===== src/rtl/bsap_pkg.sv =====
// Shared types and constants for the bulk string array parser.
// No dependencies.
package bsap_pkg;

  localparam logic [7:0] CH_CR     = 8'd13;
  localparam logic [7:0] CH_STAR   = 8'd42;
  localparam logic [7:0] CH_DOLLAR = 8'd36;
  localparam logic [7:0] CH_ZERO   = 8'd48;

  localparam logic [1:0] KIND_HEADER = 2'd0;
  localparam logic [1:0] KIND_DATA   = 2'd1;
  localparam logic [1:0] KIND_EMPTY  = 2'd2;

  typedef struct packed {
    logic [1:0]  rec_kind;
    logic [31:0] arg_count;
    logic [31:0] arg_index;
    logic [7:0]  data_byte;
    logic        last_of_arg;
    logic        last_of_message;
  } rec_t;

endpackage


===== src/rtl/bulk_string_array_parser.sv =====
// Top level of the bulk string array parser: input register, parser core, result register.
// Depends on bsap_pkg and bsap_core.
//
//  channel | dir | fields
//  s_*     | in  | tdata[7:0] in_byte
//  m_*     | out | tdata: arg_count, arg_index, data_byte; tuser: rec_kind, last_of_arg;
//          |     | tlast: last_of_message
//
// One byte per cycle unless m_tready stalls; m_tvalid is driven by the result register.
// The parser state advances once per byte in a single pass of the core logic.
// Reset (rst, synchronous) empties both registers and returns to waiting for '*'.
// A stall on m_tready holds the result register and, while it holds a byte, the input.
module bulk_string_array_parser
  import bsap_pkg::*;
#(
  parameter int NUM_BITS = 32
) (
  input  logic        clk,
  input  logic        rst,
  input  logic        s_tvalid,
  output logic        s_tready,
  input  logic [7:0]  s_tdata,   // [7:0] in_byte
  output logic        m_tvalid,
  input  logic        m_tready,
  output logic [71:0] m_tdata,   // [31:0] arg_count, [63:32] arg_index, [71:64] data_byte
  output logic [2:0]  m_tuser,   // [1:0] rec_kind, [2] last_of_arg
  output logic        m_tlast    // last_of_message
);

  logic       in_valid;
  logic [7:0] in_byte;
  logic       advance;
  logic       rec_valid;
  rec_t       rec;
  rec_t       out_rec;

  assign advance  = !m_tvalid || m_tready;
  assign s_tready = !in_valid || advance;

  always_ff @(posedge clk) begin
    if (rst) begin
      in_valid <= 1'b0;
    end else if (s_tready) begin
      in_valid <= s_tvalid;
    end
    if (s_tready) begin
      in_byte <= s_tdata;
    end
  end

  bsap_core #(
    .NUM_BITS(NUM_BITS)
  ) u_core (
    .clk      (clk),
    .rst      (rst),
    .step     (in_valid && advance),
    .in_byte  (in_byte),
    .rec_valid(rec_valid),
    .rec      (rec)
  );

  always_ff @(posedge clk) begin
    if (rst) begin
      m_tvalid <= 1'b0;
    end else if (advance) begin
      m_tvalid <= in_valid && rec_valid;
    end
    if (advance) begin
      out_rec <= rec;
    end
  end

  assign m_tdata = {out_rec.data_byte, out_rec.arg_index, out_rec.arg_count};
  assign m_tuser = {out_rec.last_of_arg, out_rec.rec_kind};
  assign m_tlast = out_rec.last_of_message;

endmodule


===== src/rtl/bsap_core.sv =====
// Parser state and per-byte step logic for the bulk string array parser.
// Depends on bsap_pkg.
module bsap_core
  import bsap_pkg::*;
#(
  parameter int NUM_BITS = 32
) (
  input  logic       clk,
  input  logic       rst,
  input  logic       step,
  input  logic [7:0] in_byte,
  output logic       rec_valid,
  output rec_t       rec
);

  typedef enum logic [3:0] {
    PH_WAIT_ARRAY,
    PH_COUNT,
    PH_COUNT_SKIP,
    PH_WAIT_DOLLAR,
    PH_LEN,
    PH_LEN_SKIP,
    PH_PAYLOAD,
    PH_TRAIL1,
    PH_TRAIL2
  } phase_t;

  phase_t              phase;
  logic [NUM_BITS-1:0] number_accum;
  logic [31:0]         args_remaining;
  logic [31:0]         current_arg;
  logic [31:0]         bytes_remaining;
  logic [31:0]         parsed_count;

  logic [NUM_BITS-1:0] accum_next;
  logic [31:0]         number_low;

  // acc*10 + c - '0', wrapping
  assign accum_next = (number_accum << 3) + (number_accum << 1)
                    + NUM_BITS'(in_byte) - NUM_BITS'(CH_ZERO);
  assign number_low = 32'(number_accum);

  always_comb begin
    rec_valid           = 1'b0;
    rec.rec_kind        = KIND_HEADER;
    rec.arg_count       = parsed_count;
    rec.arg_index       = '0;
    rec.data_byte       = '0;
    rec.last_of_arg     = 1'b0;
    rec.last_of_message = 1'b0;
    unique case (phase)
      PH_COUNT_SKIP: begin
        rec_valid           = 1'b1;
        rec.arg_count       = number_low;
        rec.last_of_message = (number_low == '0);
      end
      PH_LEN_SKIP: begin
        rec_valid           = (number_low == '0);
        rec.rec_kind        = KIND_EMPTY;
        rec.arg_index       = current_arg;
        rec.last_of_arg     = 1'b1;
        rec.last_of_message = (args_remaining == 32'd1);
      end
      PH_PAYLOAD: begin
        rec_valid           = 1'b1;
        rec.rec_kind        = KIND_DATA;
        rec.arg_index       = current_arg;
        rec.data_byte       = in_byte;
        rec.last_of_arg     = (bytes_remaining == 32'd1);
        rec.last_of_message = (bytes_remaining == 32'd1) && (args_remaining == 32'd1);
      end
      default: ;
    endcase
  end

  always_ff @(posedge clk) begin
    if (rst) begin
      phase           <= PH_WAIT_ARRAY;
      number_accum    <= '0;
      args_remaining  <= '0;
      current_arg     <= '0;
      bytes_remaining <= '0;
      parsed_count    <= '0;
    end else if (step) begin
      unique case (phase)
        PH_WAIT_ARRAY: begin
          if (in_byte == CH_STAR) begin
            number_accum <= '0;
            phase        <= PH_COUNT;
          end
        end
        PH_COUNT: begin
          if (in_byte == CH_CR) phase <= PH_COUNT_SKIP;
          else number_accum <= accum_next;
        end
        PH_COUNT_SKIP: begin
          parsed_count   <= number_low;
          args_remaining <= number_low;
          current_arg    <= '0;
          phase          <= (number_low == '0) ? PH_WAIT_ARRAY : PH_WAIT_DOLLAR;
        end
        PH_WAIT_DOLLAR: begin
          if (in_byte == CH_DOLLAR) begin
            number_accum <= '0;
            phase        <= PH_LEN;
          end
        end
        PH_LEN: begin
          if (in_byte == CH_CR) phase <= PH_LEN_SKIP;
          else number_accum <= accum_next;
        end
        PH_LEN_SKIP: begin
          bytes_remaining <= number_low;
          phase           <= (number_low == '0) ? PH_TRAIL1 : PH_PAYLOAD;
        end
        PH_PAYLOAD: begin
          bytes_remaining <= bytes_remaining - 32'd1;
          if (bytes_remaining == 32'd1) phase <= PH_TRAIL1;
        end
        PH_TRAIL1: begin
          phase <= PH_TRAIL2;
        end
        PH_TRAIL2: begin
          args_remaining <= args_remaining - 32'd1;
          current_arg    <= current_arg + 32'd1;
          phase          <= (args_remaining == 32'd1) ? PH_WAIT_ARRAY : PH_WAIT_DOLLAR;
        end
        default: begin
          phase <= PH_WAIT_ARRAY;
        end
      endcase
    end
  end

endmodule


===== config.mk =====
export PLATFORM = sky130hd
export DESIGN_NAME = bulk_string_array_parser
export DESIGN_NICKNAME = d
export VERILOG_FILES = /design/src/rtl/bsap_pkg.sv /design/src/rtl/bulk_string_array_parser.sv /design/src/rtl/bsap_core.sv
export SDC_FILE = /design/constraint.sdc
export NUM_CORES = 1
export LEC_CHECK = 0
export CAP_MARGIN = 20
export CELL_PAD_IN_SITES_DETAIL_PLACEMENT = 0
export CELL_PAD_IN_SITES_GLOBAL_PLACEMENT = 1
export CORE_UTILIZATION = 37
export DETAILED_ROUTE_END_ITERATION = 8
export DONT_BUFFER_PORTS = 1
export PLACE_DENSITY = 0.74
export SETUP_SLACK_MARGIN = 0.02
export SYNTH_ARGS = -nofsm -noshare
export SYNTH_HDL_FRONTEND = slang
export SYNTH_SLANG_ARGS = --single-unit

===== constraint.sdc =====
create_clock -name clk -period 4.5 [get_ports clk]
set_clock_uncertainty 0.1 [all_clocks]
set_input_delay 0.225 -clock clk [delete_from_list [all_inputs] [get_ports clk]]
set_output_delay 0.225 -clock clk [all_outputs]
set_load 0.02 [all_outputs]

==> metrics.md <==
| Metric | Value |
|---|---|
| Status | complete, no violations |
| Class of the worst hold path | in2reg |
| Psw | 1551 uW |
| Comb power frac | around 15% |
| Row cnt | 70 |
| Max Root-Sink Buffers | 3 |
| Synth cell types | between 60 and 70 |
| Area of the multi-input gates | slightly above 7000 um^2 |
| First-pass GRT wire length | roughly 62 mm |
| CP startpoint kind | flop |
| Worst endpoint required time | 4.87 ns |
| Async SR Flop Fraction | 0% |
| Clk sinks | 250 |
| Routed wire length | slightly below 40 mm |
| Num CTS Buffers | 30 |
| IO buf count | 0 |
| Post-route ant nets | 0 |
| Fillers | 3675 |
| Synth cell count leaders | nand2_1 (234), dfxtp_1 (166), nor2_1 (154) |
| CTS root buffer | clkbuf_16 |
| 1st-pass router iterations | 5 |
| Final period util | between 80 and 90% |
| Worst-Margin Slew | 1.080 ns |
| Main area contributors after synthesis | dfxtp_1 (24%), edfxtp_1 (18%), ha_1 (8.0%) |
| Most used flip-flop cell after synthesis | dfxtp_1 |
| Fin. max-slew vios | 0 |
| Antenna cell count | 0 |
| Crit Path Category | reg2reg |
| Post-CTS Setup Bufs | 0 |
| Worst skew pair latency | roughly 0.57 ns |
| Flops & latches, synth | 250 |
| Vias | roughly 12k |
| CTS tree | built |
| Worst-path clk slew | around 0.06 ns |
| Sequential Power Share | roughly two fifths |
| Post-synthesis sequential area ratio | roughly 43% |
| Setup slack at placement | ~0.66 ns |
| Register area | between 5000 and 6000 um^2 |
| Final Hold Fails | 0 |
| Final setup violation count | 0 |
| Synth Net Count | 1711 |
| Count leader, synth | nand2_1 |
| Initial antenna violation count | 0 |
| Cell count after synthesis | ~1.6k |
| Core area | between 30000 and 40000 um^2 |
| Setup crit end kind | flop |
| Max_cap viols | 0 |
| CTS Hold Bufs | 13 |
| Crit-path max FO | 5 |
| Max Clk Rate | about 0.26 GHz |
| Pwr Density | between 300 and 400 nW/um^2 |
| DP HPWL | 26.84 mm |
| Layout cell share with drive strength beyond 1 | approximately 6.7% |
| DR iter-0 viols | 698 |
| Worst setup margin | about 0.6 ns |
| Mapped Avg Cell Area | 8.504 um^2 |
| Setup TNS | 0 ns |
| Cell area after synthesis | 13660 um^2 |
| Synthesis Warnings | 0 |
| Worst hold margin | about 0.19 ns |
| Post-DR wirelength/cell | between 15 and 20 um |
| Full die area | 37680 um^2 |
| Peak VDD IR | between 0.3 and 0.4 mV |
| Synth area leader | dfxtp_1 |
| Min Tclk post-route | 3.900 ns |
| Setup slack, reg-to-reg | around 0.6 ns |
| Die height | 194.1 um |
| Max-slew headroom | 27.85% |
| RSZ-0062 raised after global routing | false |
| Total GRT Usage | between 20 and 25% |
| Grt total ovfl | 0 |
| Cell Int Power | between 4000 and 5000 uW |
| Initial Util | 37.48% |
| Area Growth Syn to Fin | 13.01% |
| Switch share | between 20 and 30% |
| H-tree depth | 1 |
| Number of global-route vias before repair | ~11k |
| Post_cts resized | 0 |
| Critical path arrival | approximately 4.3 ns |
| Post-synth top area share | roughly 24% |
| Post-route DRC | 0 |
| DR vias/cell | ~5.5 |
| Static Leak | ~0.006 uW |
| Post-synth EDFFs | 84 |
| Placer Congestion | roughly 0.86 |
| # nets final | around 1.7k |
| I/O Pins | 90 |
| Die X | 194.1 um |
| Pin count of the biggest net entering global routing | 117 |
| Clock share of power | a little over two fifths |
==> final timing paths <==
check	startpoint	end	cells after the start
setup reg to reg	u_core.number_accum[2]	u_core.number_accum[23]	14
hold / removal	s_tdata[7]	in_byte[7]	1
setup / recovery	u_core.number_accum[2]	u_core.number_accum[23]	14
hold reg to reg	u_core.parsed_count[29]	u_core.parsed_count[29]	2
==> flip-flops by register name (all words and copies together), names as in the netlist <==
register / flops
m_tuser: 3
u_core.parsed_count: 32
u_core.bytes_remaining: 32
in_valid: 1
m_tdata: 72
u_core.number_accum: 32
m_tvalid: 1
u_core.args_remaining: 32
in_byte: 8
u_core.phase: 4
m_tlast: 1
u_core.current_arg: 32
==> per-stage QoR <==
stage	power, uW	instance area [um^2]	util, %	instances
after global placement	3259	14240	39.09	2035
after floorplan	3076	13660	-	1606
after detailed placement	3258	14250	39.11	2036
after global routing	6036	15430	42.36	2105
after CTS	5843	15430	42.36	2105
final	5792	15430	42.36	2105
==> layer usage <==
layer	track usage [%]	vias to the layer above	wire length, um
met5	0	-	0
met4	5.585	0	819
met3	3.061	51	2247
met2	33.95	315	17750
met1	28.17	5462	18110
li1	-	5699	-
==> power by group through the flow <==
| stage | clock (uW) | combinational (uW) | sequential, uW |
|---|---|---|---|
| 3_3_place_gp | 0 | 828 | 2430 |
| 2_1_floorplan | 0 | 656 | 2420 |
| 6_report | 2540 | 868 | 2380 |
| 4_1_cts | 2600 | 862 | 2380 |
| 3_5_place_dp | 0 | 827 | 2430 |
| 5_1_grt | 2690 | 962 | 2390 |
==> worst max-delay path: stages (launching register included) <==
cell and delay [ns]:
dfxtp_1 0.39, inv_1 0.15, fa_1 0.50, inv_1 0.04, ha_1 0.27, ha_1 0.17
inv_1 0.06, fa_1 0.41, nand2b_1 0.19, a21oi_1 0.21, o31ai_1 0.23, a31o_2 0.34
o31ai_1 0.41, xor2_1 0.11, a22o_1 0.21
==> kinds of logic after synthesis <==
kind of cell | after synthesis | synth area share, %
flip-flops | 250 | 42.80
buffers and inverters | 189 | 5.277
multiplexers | 3 | 0.2199
adder cells (fa/ha/maj) | 93 | 8.850
XOR/XNOR | 64 | 4.104
AO/OA/AOI/OAI | 389 | 17.59
AND/OR/NAND/NOR | 618 | 21.15
==> cells in the final DEF (no fill, tap or decap), types with 37 or more instances in the layout <==
master / n
a21oi_1: 126
and2_1: 44
buf_4: 38
dfxtp_1: 166
edfxtp_1: 84
ha_1: 87
inv_1: 112
nand2_1: 234
nand3_1: 38
nor2_1: 153
nor3_1: 37
o21ai_0: 108
xor2_1: 40
==> final cells by class <==
cell class                 count  area share [%]
timing repair buffer          51           2.805
sequential                   250           37.88
multi-input combinational   1167           46.06
inverter                     113           2.756
clock inverter                19           1.467
tap                          468           3.794
clock buffer                  37           5.237
Power figures use the tool's default switching activity.
